**config.mk**
```make
export PLATFORM = sky130hd
export DESIGN_NAME = half_qwerty_key_mapper
export DESIGN_NICKNAME = d
export VERILOG_FILES = /design/src/hqk_pkg.sv /design/src/hqk_front.sv /design/src/hqk_fifo.sv /design/src/hqk_back.sv /design/src/half_qwerty_key_mapper.sv
export SDC_FILE = /design/constraint.sdc
export NUM_CORES = 1
export LEC_CHECK = 0
export ABC_CLOCK_PERIOD_IN_PS = 3300
export CAP_MARGIN = 10
export CELL_PAD_IN_SITES_DETAIL_PLACEMENT = 1
export CELL_PAD_IN_SITES_GLOBAL_PLACEMENT = 1
export CORE_MARGIN = 5
export CORE_UTILIZATION = 50
export DETAILED_ROUTE_END_ITERATION = 12
export DONT_BUFFER_PORTS = 1
export PLACE_DENSITY = 0.84
export SYNTH_ARGS = -nofsm -noshare
export SYNTH_HDL_FRONTEND = slang
export SYNTH_HIERARCHICAL = 1
export SYNTH_SLANG_ARGS = --single-unit
```
**constraint.sdc**
```tcl
create_clock -name clk -period 3.3 [get_ports clk]
set_input_delay 0.99 -clock clk [delete_from_list [all_inputs] [get_ports clk]]
set_output_delay 0.99 -clock clk [all_outputs]
set_load 0.01 [all_outputs]
```
**src/hqk_pkg.sv**
```systemverilog
// ----------------------------------------------------------------------------
// hqk_pkg
// shared types, codes and the half-qwerty mirror table
// ----------------------------------------------------------------------------
package hqk_pkg;

  // opcode values on the input channel
  localparam logic [2:0] OP_LEGACY = 3'd0;
  localparam logic [2:0] OP_DOWN   = 3'd1;
  localparam logic [2:0] OP_UP     = 3'd2;
  localparam logic [2:0] OP_TICK   = 3'd3;
  localparam logic [2:0] OP_CLEAR  = 3'd4;

  // keyboard modes
  localparam logic [1:0] MODE_LEFT  = 2'd0;
  localparam logic [1:0] MODE_RIGHT = 2'd1;
  localparam logic [1:0] MODE_WIDE  = 2'd2;

  // register indexes on the config port
  localparam logic CFG_MODE    = 1'b0;
  localparam logic CFG_TIMEOUT = 1'b1;

  // special key codes
  localparam logic [7:0] KEY_NONE  = 8'd0;
  localparam logic [7:0] KEY_BS    = 8'd8;
  localparam logic [7:0] KEY_SPACE = 8'd32;
  localparam logic [7:0] KEY_DEL   = 8'd127;

  localparam logic [9:0] TIMEOUT_RESET = 10'd267;
  localparam logic [9:0] TIMEOUT_MIN   = 10'd50;
  localparam logic [9:0] TIMEOUT_MAX   = 10'd1000;
  localparam logic [9:0] ELAPSED_MAX   = 10'd1023;

  localparam int QUEUE_DEPTH_DEF = 2;

  typedef enum logic [2:0] {
    K_LEGACY,
    K_DOWN,
    K_UP,
    K_TICK,
    K_CLEAR,
    K_NOP
  } kind_t;

  typedef enum logic [1:0] {
    KC_ZERO,
    KC_SPACE,
    KC_EDIT,
    KC_OTHER
  } kclass_t;

  // one classified item between front and back
  typedef struct packed {
    kind_t      kind;
    kclass_t    kclass;
    logic [7:0] key;
    logic [7:0] mapped;
  } item_t;

  typedef struct packed {
    logic [1:0] mode;
    logic [9:0] tmo_limit;
  } cfg_t;

  function automatic logic [7:0] mirror_of(input logic [7:0] k);
    logic [7:0] m;
    case (k)
      "q": m = "p";  "p": m = "q";  "w": m = "o";  "o": m = "w";
      "e": m = "i";  "i": m = "e";  "r": m = "u";  "u": m = "r";
      "t": m = "y";  "y": m = "t";  "a": m = ";";  ";": m = "a";
      "s": m = "l";  "l": m = "s";  "d": m = "k";  "k": m = "d";
      "f": m = "j";  "j": m = "f";  "g": m = "h";  "h": m = "g";
      "z": m = "/";  "/": m = "z";  "x": m = ".";  ".": m = "x";
      "c": m = ",";  ",": m = "c";  "v": m = "m";  "m": m = "v";
      "b": m = "n";  "n": m = "b";
      "Q": m = "P";  "P": m = "Q";  "W": m = "O";  "O": m = "W";
      "E": m = "I";  "I": m = "E";  "R": m = "U";  "U": m = "R";
      "T": m = "Y";  "Y": m = "T";  "A": m = ":";  ":": m = "A";
      "S": m = "L";  "L": m = "S";  "D": m = "K";  "K": m = "D";
      "F": m = "J";  "J": m = "F";  "G": m = "H";  "H": m = "G";
      "Z": m = "?";  "?": m = "Z";  "X": m = ">";  ">": m = "X";
      "C": m = "<";  "<": m = "C";  "V": m = "M";  "M": m = "V";
      "B": m = "N";  "N": m = "B";
      "1": m = "0";  "0": m = "1";  "2": m = "9";  "9": m = "2";
      "3": m = "8";  "8": m = "3";  "4": m = "7";  "7": m = "4";
      "5": m = "6";  "6": m = "5";
      default: m = k;
    endcase
    return m;
  endfunction

endpackage

```
**src/hqk_front.sv**
```systemverilog
// ----------------------------------------------------------------------------
// hqk_front
// classifies an incoming event and looks up its mirrored key
// ----------------------------------------------------------------------------
module hqk_front (
  input  logic [2:0]     opcode,
  input  logic [7:0]     key_code,
  input  logic [1:0]     mode,
  output hqk_pkg::item_t item
);
  import hqk_pkg::*;

  always_comb begin
    case (opcode)
      OP_LEGACY: item.kind = K_LEGACY;
      OP_DOWN:   item.kind = K_DOWN;
      OP_UP:     item.kind = K_UP;
      OP_TICK:   item.kind = K_TICK;
      OP_CLEAR:  item.kind = K_CLEAR;
      default:   item.kind = K_NOP;
    endcase

    if (key_code == KEY_NONE) begin
      item.kclass = KC_ZERO;
    end else if (key_code == KEY_SPACE) begin
      item.kclass = KC_SPACE;
    end else if (key_code == KEY_BS || key_code == KEY_DEL) begin
      item.kclass = KC_EDIT;
    end else begin
      item.kclass = KC_OTHER;
    end

    item.key = key_code;
    // identity mapping in the other mode
    item.mapped = (mode == MODE_LEFT || mode == MODE_RIGHT || mode == MODE_WIDE) ?
                  mirror_of(key_code) : key_code;
  end

endmodule

```
**src/hqk_fifo.sv**
```systemverilog
// ----------------------------------------------------------------------------
// hqk_fifo
// small register queue of classified items between front and back
// ----------------------------------------------------------------------------
module hqk_fifo #(
  parameter int DEPTH = hqk_pkg::QUEUE_DEPTH_DEF
) (
  input  logic           clk,
  input  logic           rst,
  input  logic           push,
  input  hqk_pkg::item_t push_item,
  output logic           full,
  input  logic           pop,
  output logic           not_empty,
  output hqk_pkg::item_t head
);
  import hqk_pkg::*;

  localparam int PW = $clog2(DEPTH);
  localparam int CW = $clog2(DEPTH + 1);

  item_t           mem [DEPTH];
  logic [PW-1:0]   wr_ptr;
  logic [PW-1:0]   rd_ptr;
  logic [CW-1:0]   count;

  assign full      = (count == CW'(DEPTH));
  assign not_empty = (count != '0);
  assign head      = mem[rd_ptr];

  always_ff @(posedge clk) begin
    if (push) begin
      mem[wr_ptr] <= push_item;
    end
  end

  always_ff @(posedge clk) begin
    if (rst) begin
      wr_ptr <= '0;
      rd_ptr <= '0;
      count  <= '0;
    end else begin
      if (push) begin
        wr_ptr <= (wr_ptr == PW'(DEPTH - 1)) ? '0 : wr_ptr + 1'b1;
      end
      if (pop) begin
        rd_ptr <= (rd_ptr == PW'(DEPTH - 1)) ? '0 : rd_ptr + 1'b1;
      end
      if (push && !pop) begin
        count <= count + 1'b1;
      end else if (pop && !push) begin
        count <= count - 1'b1;
      end
    end
  end

endmodule

```
**src/hqk_back.sv**
```systemverilog
// ----------------------------------------------------------------------------
// hqk_back
// space modifier state, timer and the registered result
// ----------------------------------------------------------------------------
module hqk_back (
  input  logic           clk,
  input  logic           rst,
  input  hqk_pkg::cfg_t  cfg,
  input  logic           item_valid,
  input  hqk_pkg::item_t item,
  output logic           item_pop,
  output logic           out_valid,
  input  logic           out_ready,
  output logic           handled,
  output logic           char_valid,
  output logic [7:0]     out_char,
  output logic           space_is_down,
  output logic           space_was_used
);
  import hqk_pkg::*;

  logic       space_latched, space_latched_next;
  logic       space_held, space_held_next;
  logic       combo_used, combo_used_next;
  logic       timer_running, timer_running_next;
  logic [9:0] elapsed_ms, elapsed_ms_next;
  logic       hnd;
  logic       cv;
  logic [7:0] ch;
  logic       side_mode;

  assign item_pop  = item_valid && (!out_valid || out_ready);
  assign side_mode = (cfg.mode == MODE_LEFT) || (cfg.mode == MODE_RIGHT);

  always_comb begin
    space_latched_next = space_latched;
    space_held_next    = space_held;
    combo_used_next    = combo_used;
    timer_running_next = timer_running;
    elapsed_ms_next    = elapsed_ms;
    hnd = 1'b0;
    cv  = 1'b0;
    ch  = KEY_NONE;

    case (item.kind)
      K_LEGACY: begin
        case (item.kclass)
          KC_SPACE: begin
            hnd = 1'b1;
            if (space_latched) begin
              cv = 1'b1;
              ch = KEY_SPACE;
              space_latched_next = 1'b0;
              timer_running_next = 1'b0;
            end else begin
              space_latched_next = 1'b1;
              timer_running_next = 1'b1;
              elapsed_ms_next    = '0;
            end
          end
          KC_EDIT: begin
            hnd = 1'b1;
            cv  = 1'b1;
            ch  = item.key;
          end
          KC_OTHER: begin
            hnd = 1'b1;
            cv  = 1'b1;
            if (side_mode || space_latched || space_held) begin
              ch = item.mapped;
              combo_used_next = 1'b1;
              // wide mode keeps the latch for typing in a row
              if (cfg.mode != MODE_WIDE) begin
                space_latched_next = 1'b0;
                timer_running_next = 1'b0;
              end
            end else begin
              ch = item.key;
            end
          end
          default: begin
            // timeout poll
            if (space_latched && timer_running && elapsed_ms >= cfg.tmo_limit) begin
              hnd = 1'b1;
              cv  = 1'b1;
              ch  = KEY_SPACE;
              space_latched_next = 1'b0;
              timer_running_next = 1'b0;
            end
          end
        endcase
      end
      K_DOWN: begin
        case (item.kclass)
          KC_SPACE: begin
            hnd = 1'b1;
            space_held_next = 1'b1;
            combo_used_next = 1'b0;
          end
          KC_EDIT: begin
            hnd = 1'b1;
            cv  = 1'b1;
            ch  = item.key;
          end
          KC_OTHER: begin
            hnd = 1'b1;
            cv  = 1'b1;
            if (side_mode || space_held || space_latched) begin
              ch = item.mapped;
              combo_used_next    = 1'b1;
              space_latched_next = 1'b0;
              timer_running_next = 1'b0;
            end else begin
              ch = item.key;
            end
          end
          default: begin
          end
        endcase
      end
      K_UP: begin
        if (item.kclass == KC_SPACE && space_held) begin
          hnd = 1'b1;
          space_held_next = 1'b0;
          if (!combo_used) begin
            cv = 1'b1;
            ch = KEY_SPACE;
          end else begin
            combo_used_next = 1'b0;
          end
        end
      end
      K_TICK: begin
        if (timer_running && elapsed_ms < ELAPSED_MAX) begin
          elapsed_ms_next = elapsed_ms + 1'b1;
        end
      end
      K_CLEAR: begin
        space_latched_next = 1'b0;
        space_held_next    = 1'b0;
        combo_used_next    = 1'b0;
        timer_running_next = 1'b0;
        elapsed_ms_next    = '0;
      end
      default: begin
      end
    endcase
  end

  always_ff @(posedge clk) begin
    if (rst) begin
      space_latched <= 1'b0;
      space_held    <= 1'b0;
      combo_used    <= 1'b0;
      timer_running <= 1'b0;
      elapsed_ms    <= '0;
      out_valid     <= 1'b0;
    end else begin
      if (item_pop) begin
        space_latched <= space_latched_next;
        space_held    <= space_held_next;
        combo_used    <= combo_used_next;
        timer_running <= timer_running_next;
        elapsed_ms    <= elapsed_ms_next;
        out_valid     <= 1'b1;
      end else if (out_ready) begin
        out_valid <= 1'b0;
      end
    end
  end

  always_ff @(posedge clk) begin
    if (item_pop) begin
      handled        <= hnd;
      char_valid     <= cv;
      out_char       <= ch;
      space_is_down  <= space_held_next;
      space_was_used <= combo_used_next;
    end
  end

endmodule

```
**src/half_qwerty_key_mapper.sv**
```systemverilog
// ----------------------------------------------------------------------------
// half_qwerty_key_mapper
// half-qwerty keyboard mirroring with space used as a modifier
// ----------------------------------------------------------------------------
//   channel   signals                                         role
//   in        in_valid/in_ready, opcode, key_code             key events, ticks
//   out       out_valid/out_ready, handled, char_valid,       one result per item
//             out_char, space_is_down, space_was_used
//   cfg       cfg_we, cfg_index, cfg_data                     mode, space timeout
//
// one item per cycle sustained while the output is not stalled; the queue is
// written at the accepting edge, the result register when the item is popped
// the front classifies and mirrors an item in the cycle it is accepted; the
// back end applies it to the space state when the result register is free
// reset is synchronous: queue emptied, space state cleared, mode left,
// timeout 267 ms
// a stalled output fills the queue, after which in_ready drops
module half_qwerty_key_mapper #(
  parameter int QUEUE_DEPTH = hqk_pkg::QUEUE_DEPTH_DEF
) (
  input  logic       clk,
  input  logic       rst,
  input  logic       in_valid,
  output logic       in_ready,
  input  logic [2:0] opcode,
  input  logic [7:0] key_code,
  output logic       out_valid,
  input  logic       out_ready,
  output logic       handled,
  output logic       char_valid,
  output logic [7:0] out_char,
  output logic       space_is_down,
  output logic       space_was_used,
  input  logic       cfg_we,
  input  logic       cfg_index,
  input  logic [9:0] cfg_data
);
  import hqk_pkg::*;

  cfg_t  cfg;
  item_t front_item;
  item_t head_item;
  logic  q_full;
  logic  q_not_empty;
  logic  q_pop;
  logic  accept;

  // config registers; out-of-range timeouts are dropped
  always_ff @(posedge clk) begin
    if (rst) begin
      cfg.mode      <= MODE_LEFT;
      cfg.tmo_limit <= TIMEOUT_RESET;
    end else if (cfg_we) begin
      case (cfg_index)
        CFG_MODE: cfg.mode <= cfg_data[1:0];
        CFG_TIMEOUT: begin
          if (cfg_data >= TIMEOUT_MIN && cfg_data <= TIMEOUT_MAX) begin
            cfg.tmo_limit <= cfg_data;
          end
        end
        default: begin
        end
      endcase
    end
  end

  assign in_ready = !q_full;
  assign accept   = in_valid && in_ready;

  // front: decode and mirror lookup
  hqk_front u_front (
    .opcode   (opcode),
    .key_code (key_code),
    .mode     (cfg.mode),
    .item     (front_item)
  );

  // queue between front and back
  hqk_fifo #(
    .DEPTH (QUEUE_DEPTH)
  ) u_fifo (
    .clk       (clk),
    .rst       (rst),
    .push      (accept),
    .push_item (front_item),
    .full      (q_full),
    .pop       (q_pop),
    .not_empty (q_not_empty),
    .head      (head_item)
  );

  // back: space state, timer and output register
  hqk_back u_back (
    .clk            (clk),
    .rst            (rst),
    .cfg            (cfg),
    .item_valid     (q_not_empty),
    .item           (head_item),
    .item_pop       (q_pop),
    .out_valid      (out_valid),
    .out_ready      (out_ready),
    .handled        (handled),
    .char_valid     (char_valid),
    .out_char       (out_char),
    .space_is_down  (space_is_down),
    .space_was_used (space_was_used)
  );

  // no character means a zero char field
  assert property (@(posedge clk) disable iff (rst)
    out_valid && !char_valid |-> out_char == KEY_NONE)
    else $error("out_char set without char_valid");

  // a committed character always comes from a handled event
  assert property (@(posedge clk) disable iff (rst)
    out_valid && char_valid |-> handled)
    else $error("character committed on unhandled item");

  // the timeout register never leaves its legal range
  assert property (@(posedge clk) disable iff (rst)
    cfg.tmo_limit >= TIMEOUT_MIN && cfg.tmo_limit <= TIMEOUT_MAX)
    else $error("space timeout out of range");

  // a stalled result is not overwritten by the back end
  assert property (@(posedge clk) disable iff (rst)
    out_valid && !out_ready |-> !q_pop)
    else $error("back end popped while result stalled");

endmodule

```
After elaboration in Yosys (flattened, before gate mapping)

Memory sizes are Yosys's and may differ from the RTL's. A register that Yosys moved wholly into a read port is not among the register bits.
Index checks and enable logic that the tools add are counted.

Register bits: 42
Memory bits (writable): 42
Output and inout port bits: 14
Memories: 1

$add $sub $neg: 5
Magnitude comparators: 4
Equal/unequal tests: 97
Multiplexer cells: 57
Bitwise gates (word level): 1
Reduce and logical (&&, ||, !) cells: 35

Memories:

| memory     | depth | width | rd ports | clocked after Yosys merged registers in | wr ports | line           | text |
|---|---|---|---|---|---|---|---|
| u_fifo.mem | 2     | 21    | 1        | 1                                       | 1        | hqk_fifo.sv:22 | `item_t mem [DEPTH];` |

Operators with widths:

| operator                                                                | number |
|---|---|
| 8-bit one-hot mux with 70 select lines                                  | 1 |
| 8-bit by 7-bit equality test with 1-bit output (second input constant)  | 53 |
| 8-bit by 6-bit equality test with 1-bit output (second input constant)  | 19 |
| 8-bit one-hot mux with 3 select lines                                   | 2 |
| 8-bit two-way mux                                                       | 4 |
| 10-bit two-way mux                                                      | 3 |
| 10-bit one-hot mux with 3 select lines                                  | 1 |
| 1-bit two-way mux                                                       | 29 |
| 6-bit two-way mux                                                       | 3 |
| 8-bit one-hot mux with 2 select lines                                   | 1 |
| 1-bit one-hot mux with 3 select lines                                   | 5 |
| 3-bit one-hot mux with 5 select lines                                   | 1 |
| 3-bit by 2-bit equality test with 1-bit output (second input constant)  | 4 |
| 10-bit by 1-bit adder with 10-bit output (second input constant)        | 1 |
| 10-bit >= comparator                                                    | 1 |
| 10-bit by 6-bit >= comparator with 1-bit output (second input constant) | 1 |
| 10-bit <= comparator (second input constant)                            | 1 |
| 10-bit less-than comparator (second input constant)                     | 1 |
| 2-bit equality test (second input constant)                             | 4 |
| 8-bit by 4-bit equality test with 1-bit output (second input constant)  | 1 |
| 1-bit logical AND                                                       | 8 |
| 8-bit logical NOT                                                       | 1 |
| 1-bit logical OR                                                        | 8 |
| 2-bit two-way mux                                                       | 4 |
| 24 further kinds                                                        | 42 |

Depth between registers and ports, before layout

Gate-level depths: netlist (run 1).

Depth in word-level cells: 7
Depth in mapped cells: 11
Depth with buffers taken out: 8

Hierarchy

The synthesis (run 1) kept the hierarchy.

Modules (own cells, without submodules):

| module                 | times used | cells each | area an instance (sq um) | sequential area each (sq um) |
|---|---|---|---|---|
| hqk_back               | 1          | 218        | 1,796.7                  | 640.6 |
| hqk_fifo               | 1          | 87         | 1,717.9                  | 1,361.3 |
| hqk_front              | 1          | 243        | 1,672.9                  | 0.0 |
| half_qwerty_key_mapper | 1          | 62         | 573.0                    | 240.2 |

Least setup slack after synthesis (run 1)

Ideal clock, no wire load.

Path type: input port to flip-flop
Start point: input key_code[7]
End point: memory u_fifo/mem[0][1] (netlist bit) (data pin)
Library setup time: 0.262 ns
Arrival time: 2.608 ns
Data required time: 3.038 ns
Path slack: 0.431 ns
Stages on the path: 7
Cell sequence: buf_6 or4b_1 o2bb2ai_1 a32oi_1 o2111a_1 a31oi_4 mux2_4

RTL lines:

| what        | line                         | text |
|---|---|---|
| from (decl) | half_qwerty_key_mapper.sv:26 | `input logic [7:0] key_code,` |
| to (decl)   | hqk_fifo.sv:22               |  |

==> key figures, run 1 <==
Final layout
  • Register area: approximately 2200 µm²
  • Share of cells above drive strength 1: between 10% and 20%
  • Layout fillers: about 1.3k
  • Area of the multi-input gates: between 3000 and 4000 µm²
  • Ant. Diodes: 0
  • Nets@finish: roughly 600
  • Area grow syn2layout: 3.91%
  • Layout Cells excl Fill: approximately 720
  • Final Cell Area: about 6000 µm²

Synth
  • Synth top area share: roughly 28%
  • Synth async-reset ratio: 0%
  • Number of synthesized flops with an enable pin: 54
  • Sequential cell area fraction in the yosys report: about two fifths
  • Most frequent cell after synthesis: edfxtp_1
  • Synth unique cells: 84
  • Yosys warning count: 6
  • Post-synth top area cell: edfxtp_1
  • Synth area leaders: edfxtp_1, dfxtp_1, mux2_2
  • Synthesized Nets: approximately 650
  • Synthesized flop and latch total: between 80 and 90
  • Synth Flop Type: edfxtp_1
  • Post-synth top cells: edfxtp_1, a21oi_1, nor2_1
  • Mapped Cells: 610
  • Syn_area_per_cell: about 9.4 µm²
  • Synthesized cell area: 5760 µm²

Worst hold path
  • Hold crit path type: reg2reg
  • Hold Path End: cfg[9]
  • Worst Min Path Start: cfg[9]
  • Hold path cells: 2

Placed design
  • Inst Count DP: 705
  • Placement-stage cell area: about 5700 µm²
  • Hpwl dp: about 12 mm
  • GP Congestion: 0.943
  • Port-buffer cells: 0

Outcome
  • Outcome: finished, final reports clean

Job
  • Max-cap viol count: 0

Critical path
  • Largest fanout on the critical path: 17
  • Worst Path Arrival: roughly 3.3 ns
  • Most used cell, CP: or4_1
  • Worst-case reg-to-reg path depth: 6
  • CP Launch Type: register
  • Reg2reg setup slack: 0.25 ns
  • CP Capture Type: register
  • CP cell instances: mux2_2 > nor2b_4 > a21oi_2 > or4_1 > or4_1 > a21oi_1
  • WP data required: ~3.6 ns
  • Worst stage delay on the critical path: between 0.8 and 0.9 ns
  • Critical Setup Path Class: reg2reg
  • Worst R2R End: u_back/elapsed_ms[6]
  • Critical path's slowest cell: or4_1

Floorplan
  • DIE HEIGHT: about 120 µm
  • Cell Rows: 39
  • DIE AREA: ~14000 µm²
  • Die X: about 120 µm
  • Initial Utilization: roughly 51%
  • Core Area: 11400 µm²
  • I/O pin count: 41

CTS
  • Clk root buf: clkbuf_16
  • CTS Buffer Depth: 2
  • CTS resizes: 0
  • Clock latency on the worst-skew pair: between 0.3 and 0.4 ns
  • CTS buffer count: 9
  • Post-CTS setup buffers: 0
  • CTS tree: built
  • CTS H-tree depth: 3
  • Cts hold-fix bufs: 0
  • Clock transition at the registers of the reported paths: 0.07 ns
  • CTS sink count: 85

Timing
  • Fraction of the cycle the final worst path needs: between 90% and 100%
  • Fmax: around 330 MHz
  • Post-Route Skew: between 0.008 and 0.009 ns
  • Slew Limit Fails: 0
  • Tmin final: about 3.1 ns
  • Count of final hold-check violations: 0
  • RSZ-0062 raised after global routing: false
  • # setup viols final: 0
  • Worst rel slew slack: between 60% and 70%
  • Worst slew pin tran: 0.588 ns
  • Total Neg Setup Slack: 0 ns

Power and ir drop
  • Cell leakage power: 2.03 nW
  • Pwr dens: between 500 and 600 nW/µm²
  • Peak supply drop: between 0.5 and 0.6 mV

Global route
  • First-pass GRT wire length: between 20 and 30 mm
  • Total GRT Usage: between 20% and 30%
  • Total gr overflow: 0
  • Vias in the first global route: 4946
  • Largest net degree at the start of global routing: between 40 and 50
  • Antenna violations before repair: 0

Drt
  • WL/cell: 24.0 µm
  • Via density: around 6.7
  • DR pass1 iterations: 5
  • Residual DRC: 0
  • Final ANT Viol Nets: 0
  • DR iter-0 viols: 660
  • Post-Route WL: 17.3 mm
  • Vias: around 4.8k
-- critical path: cells and delay by family (launching register included) --
family,cells,cell delay (ns)
flip-flops,1,0.49
AND/OR/NAND/NOR,3,1.66
multiplexers,1,0.50
AO/OA/AOI/OAI,2,0.31
-- layout by cell type, fill, tap and decap left out, types with 6 or more instances in the layout --
cell type	n
a21oi_1	44
xnor2_1	7
nor2b_1	18
nor2_1	43
nand2b_1	21
a31oi_1	7
nor3_1	12
ha_1	12
nor4_1	7
o31ai_1	6
edfxtp_1	54
nand4_1	9
or2_2	6
nand2_1	37
or4_1	10
dfxtp_1	31
nand3_1	20
mux2i_1	18
inv_1	25
a22oi_1	6
buf_4	9
o21ai_0	21
mux2_2	21
clkbuf_16	9
-- cells by family (layout without fill, tap and decap cells) --
| logic type | Yosys count | in the layout | share of synthesized area (%) |
|---|---|---|---|
| buffers and inverters | 82 | 50 | 7.34 |
| and+or+nand+nor | 229 | 229 | 23.0 |
| AOI/OAI and AO/OA | 149 | 149 | 18.5 |
| adders and majority gates | 12 | 12 | 2.61 |
| muxes | 41 | 41 | 7.75 |
| DFF | 85 | 85 | 38.9 |
| xor gates and xnor gates | 12 | 12 | 1.82 |
-- how the worst max path moves through the flow --
stage                      from                    to
floorplan           key_code[7]      u_fifo/mem[0][1]
global placement    key_code[5]      u_fifo/mem[0][3]
detailed placement     register  u_back/elapsed_ms[8]
CTS                    register  u_back/elapsed_ms[6]
global route           register  u_back/elapsed_ms[6]
finish                 register  u_back/elapsed_ms[6]
-- routing by layer --
| layer | track usage (%) | up-vias | share of wire, % |
|---|---|---|---|
| met5 | 0 | - | 0 |
| met4 | 10.1 | 0 | 3.1 |
| met3 | 4.09 | 42 | 4.7 |
| met2 | 40.6 | 173 | 49 |
| met1 | 31.2 | 2390 | 43 |
| li1 | - | 2192 | - |
-- through the flow --
step / power, mW / hold slack, ns / setup WS [ns] / util, %
3_5_place_dp: 2.48 / 0.478 / 0.336 / 50.0
5_1_grt: 3.71 / 0.507 / 0.109 / 52.6
2_1_floorplan: 2.27 / 0.449 / 0.431 / -
4_1_cts: 3.57 / 0.498 / 0.265 / 52.6
6_report: 3.55 / 0.488 / 0.247 / 52.6
3_3_place_gp: 2.38 / 0.460 / 0.415 / 50.0
-- final cells by class --
class | instances | share of cell area [%]
clock inverter | 7 | 1.34
multi-input combinational | 443 | 51.8
inverter | 25 | 1.57
clock buffer | 9 | 3.76
sequential | 85 | 37.5
timing repair buffer | 9 | 1.13
tap | 143 | 2.99
-- where the power goes --
group	internal [mW]	switching (mW)
Sequential	1.39	0.160
Combinational	0.373	0.576
Clock	0.599	0.452
-- registers in the layout, indices dropped and copies added, names as in the netlist, named ones only --
name                   flops
u_fifo/mem                42
cfg                       12
u_back/elapsed_ms         10
u_back/out_char            8
u_fifo/count               2
u_back/char_valid          1
u_back/combo_used          1
u_back/handled             1
u_back/out_valid           1
u_back/space_held          1
u_back/space_is_down       1
u_back/space_was_used      1
u_back/timer_running       1
u_fifo/rd_ptr              1
u_fifo/wr_ptr              1
Power figures use the tool's default switching activity.
==> run 2: changes to the inputs <==
--- a/config.mk
+++ b/config.mk
@@ -10,10 +10,11 @@
 export CELL_PAD_IN_SITES_DETAIL_PLACEMENT = 1
 export CELL_PAD_IN_SITES_GLOBAL_PLACEMENT = 1
 export CORE_MARGIN = 5
-export CORE_UTILIZATION = 50
+export CORE_UTILIZATION = 47
 export DETAILED_ROUTE_END_ITERATION = 12
 export DONT_BUFFER_PORTS = 1
-export PLACE_DENSITY = 0.84
+export PLACE_DENSITY = 0.8
+export REMOVE_ABC_BUFFERS = 1
 export SYNTH_ARGS = -nofsm -noshare
 export SYNTH_HDL_FRONTEND = slang
 export SYNTH_HIERARCHICAL = 1
==> run 2 against run 1 <==
  * Flip-flop and latch count unchanged
  * Via count down 1.1%
  * Register-to-register slack gained 0.10 ns
  * Non-clock buffer count is 1 lower
  * Design area fell by 0.38%
  * Clock skew decreased by 0.0019 ns
  * Critical path type unchanged
  * Largest power group unchanged
  * Highest routed layer unchanged
==> key figures, run 2 (synthesis results as in run 1) <==
Floorplan
  • DIE HEIGHT: 121 µm (+2.9%)
  • Die X: 121 µm (+2.9%)
  • I/O pin count: 41 (unchanged)
  • DIE AREA: 14600 µm² (+5.8%)
  • Cell Rows: 40 (+2.6%)
  • Core Area: 12000 µm² (+5.6%)
  • Initial Utilization: 48.0% (-2.7 points)

Final layout
  • Register area: 2240 µm² (unchanged)
  • Biggest register: u_fifo/mem
  • Most frequent cells in the layout: edfxtp_1, a21oi_1, nor2_1
  • Ant. Diodes: 0 (unchanged)
  • Largest register FFs: 42 (unchanged)
  • Nets@finish: 611 (-0.16%)
  • Commonest non-fill, non-tap cell in the layout: edfxtp_1
  • Share of cells above drive strength 1: 11.6% (-0.50 points)
  • Largest registers: u_fifo/mem: 42 flops, cfg: 12 flops, u_back/elapsed_ms: 10 flops
  • Layout fillers: 1377 (+7.1%)
  • Area of the multi-input gates: 3100 µm² (unchanged)
  • Layout Utilization: 49.6% (-3.0 points)
  • Area grow syn2layout: 3.52%

Global route
  • Total GRT Usage: 21.3% (-3.0 points)
  • First-pass GRT wire length: 25.1 mm (-8.3%)
  • Total gr overflow: 0 (unchanged)
  • Antenna violations before repair: 0 (unchanged)
  • Largest net degree at the start of global routing: 47 (unchanged)
  • Vias in the first global route: 4750 (-4.0%)

CTS
  • Clk root buf: clkbuf_16
  • Cts hold-fix bufs: 0 (unchanged)
  • Post-CTS setup buffers: 0 (unchanged)
  • CTS tree: built
  • CTS buffer count: 9 (unchanged)
  • CTS H-tree depth: 3 (unchanged)
  • CTS Buffer Depth: 2 (unchanged)
  • CTS sink count: 85 (unchanged)
  • CTS resizes: 0 (unchanged)
  • Clock transition at the registers of the reported paths: 0.06 ns (about the same)
  • Clock latency on the worst-skew pair: 0.33 ns (about the same)

Placed design
  • GP Congestion: 0.924 (-2.1%)
  • Port-buffer cells: 0 (unchanged)
  • Hpwl dp: 10.8 mm (-7.9%)

Timing
  • Fraction of the cycle the final worst path needs: 89.4% (-3.1 points)
  • # setup viols final: 0 (unchanged)
  • RSZ-0062 raised after global routing: false
  • Slew Limit Fails: 0 (unchanged)
  • Worst rel slew slack: 56.3% (-4.5 points)
  • Count of final hold-check violations: 0 (unchanged)
  • Total Neg Setup Slack: 0 ns (unchanged)
  • Worst slew pin tran: 0.655 ns (+0.0675 ns)
  • Tmin final: 2.95 ns (-0.103 ns)
  • Post-Route Skew: 0.00618 ns (-0.00192 ns)
  • Fmax: 339 MHz (+3.5%)

Power and ir drop
  • Switching Share: 31.0% (-2.4 points)
  • Total chip power: 3.41 mW (-4.0%)
  • Peak supply drop: 0.226 mV (-60%)
  • Int Power: 2.35 mW (-0.57%)
  • Clock power share: 28.7% (-0.9 points)
  • Cell leakage power: 2.02 nW (-0.71%)
  • Sw power: 1.06 mW (-11%)
  • Pwr dens: 572 nW/µm² (-3.7%)
  • Combinational cell fraction of total power: 26.4% (-0.3 points)
  • Sequential power share: 44.9% (+1.2 points)

Drt
  • DR WL met2: 7.46 mm (-13%)
  • Met1 Wirelength: 7.09 mm (-4.7%)
  • Via density: 6.55 (-1.5%)
  • DR iter-0 viols: 394 (-40%)
  • Final ANT Viol Nets: 0 (unchanged)
  • WL/cell: 21.4 µm (-11%)
  • Max Used Layer: met4
  • Routed length on met3: 660 µm (-18%)
  • Residual DRC: 0 (unchanged)
  • Post-Route WL: 15.5 mm (-10%)
  • Vias: 4744 (-1.1%)
  • DR pass1 iterations: 4 (-1)

Worst hold path
  • Worst Min Path Start: cfg[6]
  • Hold crit path type: reg2reg

Critical path
  • WP data required: 3.56 ns (about the same)
  • Largest fanout on the critical path: 17 (unchanged)
  • Most used cell, CP: or4_1
  • Critical path's slowest cell: or4_1
  • Worst Path Arrival: 3.21 ns (-0.10 ns)
  • CP Capture Type: register
  • Critical Setup Path Class: reg2reg
  • CP Launch Type: register
  • Worst stage delay on the critical path: 0.80 ns (about the same)
  • CP cell instances: mux2_2 > nor2b_4 > a21oi_2 > or4_1 > or4_1 > a21oi_1

Outcome
  • Outcome: finished, final reports clean

Job
  • Max-cap viol count: 0 (unchanged)
-- run 2: cell count changes in the layout (fill, tap and decap cells not counted) --
cell	delta
inv_6	-3
clkbuf_1	+2
clkinv_2	+2
buf_4	-1
inv_8	-1
-- run 2: per-stage QoR --
step / hold WS, ns / cells / worst slack, ns / instance area [µm²]
3_3_place_gp: 0.464 / 708 / 0.330 / 5680
5_1_grt: 0.498 / 724 / 0.176 / 5960
4_1_cts: 0.480 / 724 / 0.366 / 5960
6_report: 0.475 / 724 / 0.350 / 5960
3_5_place_dp: 0.462 / 708 / 0.282 / 5680
2_1_floorplan: 0.448 / 553 / 0.308 / 5430
-- run 2: layer usage --
| layer | global-route usage (%) | vias up |
|---|---|---|
| met3 | 2.57 | 22 |
| met2 | 35.4 | 140 |
| met4 | 7.08 | 0 |
| met1 | 28.9 | 2392 |
| li1 | - | 2190 |
| met5 | 0 | - |
-- run 2: path summary, 6_finish.rpt --
| path | end | slack (ns) | depth (start not counted) |
|---|---|---|---|
| min reg2reg | cfg[6] | 0.48 | 2 |
| min | cfg[6] | 0.48 | 2 |
| max | u_back/elapsed_ms[7] | 0.35 | 6 |
| max reg2reg | u_back/elapsed_ms[7] | 0.35 | 6 |
-- run 2: critical path, delay by kind of cell, from the launching register on --
kind / cells / cell delay, ns
and+or+nand+nor: 3 / 1.65
DFF: 1 / 0.49
muxes: 1 / 0.48
AOI/OAI and AO/OA: 2 / 0.25
-- run 2: area by class of cell --
| cell class | count | area share (%) |
|---|---|---|
| Timing Repair Buffer | 8 | 1.01 |
| Sequential cell | 85 | 37.6 |
| Clock inverter | 5 | 0.881 |
| Tap cell | 147 | 3.08 |
| Inverter | 25 | 1.57 |
| Clock buffer | 11 | 3.90 |
| Multi-Input combinational cell | 443 | 52.0 |
-- run 2: power groups by stage --
stage / clock network (mW) / registers, mW / logic [mW]
3_3_place_gp: 0 / 1.55 / 0.855
2_1_floorplan: 0 / 1.54 / 0.646
3_5_place_dp: 0 / 1.56 / 0.889
4_1_cts: 0.999 / 1.54 / 0.899
6_report: 0.979 / 1.53 / 0.899
5_1_grt: 1.05 / 1.55 / 0.990
==> run 3: changes to the inputs <==
--- a/config.mk
+++ b/config.mk
@@ -13,9 +13,9 @@
 export CORE_UTILIZATION = 47
 export DETAILED_ROUTE_END_ITERATION = 12
 export DONT_BUFFER_PORTS = 1
+export HOLD_SLACK_MARGIN = 0.06
 export PLACE_DENSITY = 0.8
 export REMOVE_ABC_BUFFERS = 1
 export SYNTH_ARGS = -nofsm -noshare
 export SYNTH_HDL_FRONTEND = slang
-export SYNTH_HIERARCHICAL = 1
 export SYNTH_SLANG_ARGS = --single-unit
==> run 3 against run 2 <==
  * Sequential power hardly changed
  * Design area is 4.2% lower
  * Clock power hardly changed
  * Combinational power is 3.3% lower
  * Register-to-register slack better by 0.34 ns
  * Maximum frequency is 5.4% higher
  * Highest routed layer unchanged
==> key figures, run 3 <==
Outcome
  • Outcome: finished, final reports clean

Power and ir drop
  • Peak supply drop: 0.485 mV (+110%)
  • Pwr dens: 596 nW/µm² (+4.2%)
  • Cell leakage power: 2.05 nW (+1.6%)

Critical path
  • CP cell instances: nor2b_1 > nand2_1 > buf_4 > o21ai_0 > a311oi_1 > nand4_1 > a211oi_1 > a211oi_2
  • Worst Path Arrival: 2.86 ns (-0.35 ns)
  • Critical path origin: key_code[6]
  • Worst stage delay on the critical path: 0.57 ns (-0.23 ns)
  • Reg2reg setup slack: 0.69 ns (+0.34 ns)
  • CP Launch Type: primary input
  • WP data required: 3.36 ns (-0.20 ns)
  • CP Capture Type: register
  • Critical Setup Path Class: in2reg
  • Largest fanout on the critical path: 20 (+3)
  • Critical path capture point: u_fifo.mem[1][0]
  • FF-to-FF Start: u_back.elapsed_ms[3]
  • Worst R2R End: u_back.out_char[5]
  • Critical path's slowest cell: a211oi_1
  • Worst-case reg-to-reg path depth: 8 (+2)

Drt
  • WL/cell: 22.0 µm (+2.6%)
  • DR pass1 iterations: 5 (+1)
  • Final ANT Viol Nets: 0 (unchanged)
  • Via density: 6.43 (-1.9%)
  • DR iter-0 viols: 479 (+22%)
  • Post-Route WL: 15.4 mm (-0.78%)
  • Residual DRC: 0 (unchanged)
  • Vias: 4500 (-5.1%)

Placed design
  • Inst Count DP: 684 (-3.4%)
  • Placement-stage cell area: 5410 µm² (-4.6%)
  • GP Congestion: 0.946 (+2.5%)
  • Port-buffer cells: 0 (unchanged)
  • Hpwl dp: 10.7 mm (-1.6%)

Synth
  • Synth async-reset ratio: 0% (unchanged)
  • Yosys warning count: 0 (-6)
  • Synth area leaders: edfxtp_1, dfxtp_1, nor2_1
  • Most frequent cell after synthesis: nor2_1
  • Synth Flop Type: edfxtp_1
  • Post-synth top area cell: edfxtp_1
  • Number of synthesized flops with an enable pin: 54 (unchanged)
  • Synthesized cell area: 5340 µm² (-7.3%)
  • Synthesized flop and latch total: 85 (unchanged)
  • Mapped Cells: 569 (-6.7%)
  • Post-synth top cells: nor2_1, edfxtp_1, nand2_1
  • Synth unique cells: 73 (-13%)
  • Synth top area share: 30.4% (+2.2 points)
  • Sequential cell area fraction in the yosys report: 42.0% (+3.1 points)
  • Syn_area_per_cell: 9.39 µm² (-0.62%)

Floorplan
  • DIE AREA: 13600 µm² (-6.7%)
  • Initial Utilization: 47.4% (-0.58 points)
  • Die X: 117 µm (-3.4%)
  • DIE HEIGHT: 117 µm (-3.4%)
  • Core Area: 11300 µm² (-6.2%)
  • I/O pin count: 41 (unchanged)
  • Cell Rows: 39 (-2.5%)

CTS
  • Clk root buf: clkbuf_16
  • CTS buffer count: 9 (unchanged)
  • Cts hold-fix bufs: 0 (unchanged)
  • CTS Buffer Depth: 2 (unchanged)
  • CTS tree: built
  • CTS resizes: 0 (unchanged)
  • Clock latency on the worst-skew pair: 0.34 ns (about the same)
  • Clock transition at the registers of the reported paths: 0.06 ns (about the same)
  • CTS H-tree depth: 3 (unchanged)
  • CTS sink count: 85 (unchanged)
  • Post-CTS setup buffers: 0 (unchanged)

Final layout
  • Layout Utilization: 50.7% (+1.0 points)
  • Largest registers: u_fifo.mem: 42 flops, cfg: 12 flops, u_back.elapsed_ms: 10 flops
  • Share of cells above drive strength 1: 10.8% (-0.84 points)
  • Commonest non-fill, non-tap cell in the layout: nor2_1
  • Nets@finish: 591 (-3.3%)
  • Layout Cells excl Fill: 700 (-3.3%)
  • Area grow syn2layout: 6.96%
  • Largest register FFs: 42 (unchanged)
  • Biggest register: u_fifo.mem
  • Layout fillers: 1277 (-7.3%)
  • Ant. Diodes: 0 (unchanged)
  • Most frequent cells in the layout: nor2_1, edfxtp_1, nand2_1
  • Final Cell Area: 5710 µm² (-4.2%)

Timing
  • Count of final hold-check violations: 0 (unchanged)
  • # setup viols final: 0 (unchanged)
  • Total Neg Setup Slack: 0 ns (unchanged)
  • Hold Slack: 0.467 ns (-0.00797 ns)
  • Fraction of the cycle the final worst path needs: 84.8% (-4.6 points)
  • Worst rel slew slack: 26.8% (-29 points)
  • Post-Route Skew: 0.00788 ns (+0.00170 ns)
  • Fmax: 357 MHz (+5.4%)
  • Worst slew pin tran: 1.09 ns (+0.436 ns)
  • RSZ-0062 raised after global routing: false
  • Slew Limit Fails: 0 (unchanged)
  • Tmin final: 2.80 ns (-0.151 ns)

Global route
  • Total gr overflow: 0 (unchanged)
  • First-pass GRT wire length: 25.2 mm (+0.63%)
  • Total GRT Usage: 24.0% (+2.6 points)
  • Antenna violations before repair: 0 (unchanged)
  • Vias in the first global route: 4763 (+0.27%)
  • Largest net degree at the start of global routing: 48 (+2.1%)

Job
  • Max-cap viol count: 0 (unchanged)

Worst hold path
  • Hold crit path type: reg2reg
-- run 3: stage by stage --
stage | setup WS [ns] | power (mW)
2_1_floorplan | 0.277 | 2.13
3_3_place_gp | 0.337 | 2.34
3_5_place_dp | 0.281 | 2.40
4_1_cts | 0.516 | 3.43
5_1_grt | 0.366 | 3.57
6_report | 0.501 | 3.40
-- run 3: routing by layer --
metal / global-route usage (%) / vias to the layer above / wire, µm
met5: 0 / - / 0
met1: 30.0 / 2191 / 6420
met4: 9.79 / 0 / 448
met2: 40.9 / 168 / 7570
li1: - / 2102 / -
met3: 4.25 / 39 / 942
-- run 3: how the worst min path moves through the flow --
stage / depth (start not counted) / slack [ns] / start / end
after detailed placement: 1 / 0.46 / cfg[3] / cfg[3]
after global placement: 1 / 0.45 / cfg[3] / cfg[3]
after CTS: 1 / 0.47 / cfg[3] / cfg[3]
after global routing: 1 / 0.49 / cfg[1] / cfg[1]
final: 1 / 0.47 / cfg[3] / cfg[3]
after floorplan: 2 / 0.44 / cfg[10] / cfg[10]
-- run 3: cell families (layout without fill, tap and decap cells) --
logic type	after synthesis	count (layout)	synth area share, %
flip-flops	85	85	42.0
multiplexers	28	28	6.16
adder cells (fa/ha/maj)	13	13	3.00
buffers and inverters	66	54	5.62
AND/OR/NAND/NOR	224	224	22.0
XOR/XNOR	16	16	2.76
AO/OA/AOI/OAI	137	137	18.5
-- run 3: layout make-up --
cell class / instances / area [µm²] / area share, %
well taps: 143 / 179 / 3.13
repair buffers: 12 / 90.1 / 1.58
clock buffers: 9 / 225 / 3.94
flip-flops and latches: 85 / 2240 / 39.3
multi-input cells: 418 / 2810 / 49.1
clock inverters: 7 / 72.6 / 1.27
inverters: 26 / 97.6 / 1.71
-- run 3: report_power, final --
group	internal [mW]	leakage (nW)	switching [mW]	total [mW]
combinational	0.354	1.16	0.515	0.869
sequential	1.38	0.753	0.147	1.53
clock	0.588	0.142	0.420	1.01
-- run 3: worst max-delay path, delay by kind of cell --
kind,cells,cell delay [ns]
and+or+nand+nor,3,0.49
buffers and inverters,1,0.15
AOI/OAI and AO/OA,4,1.23
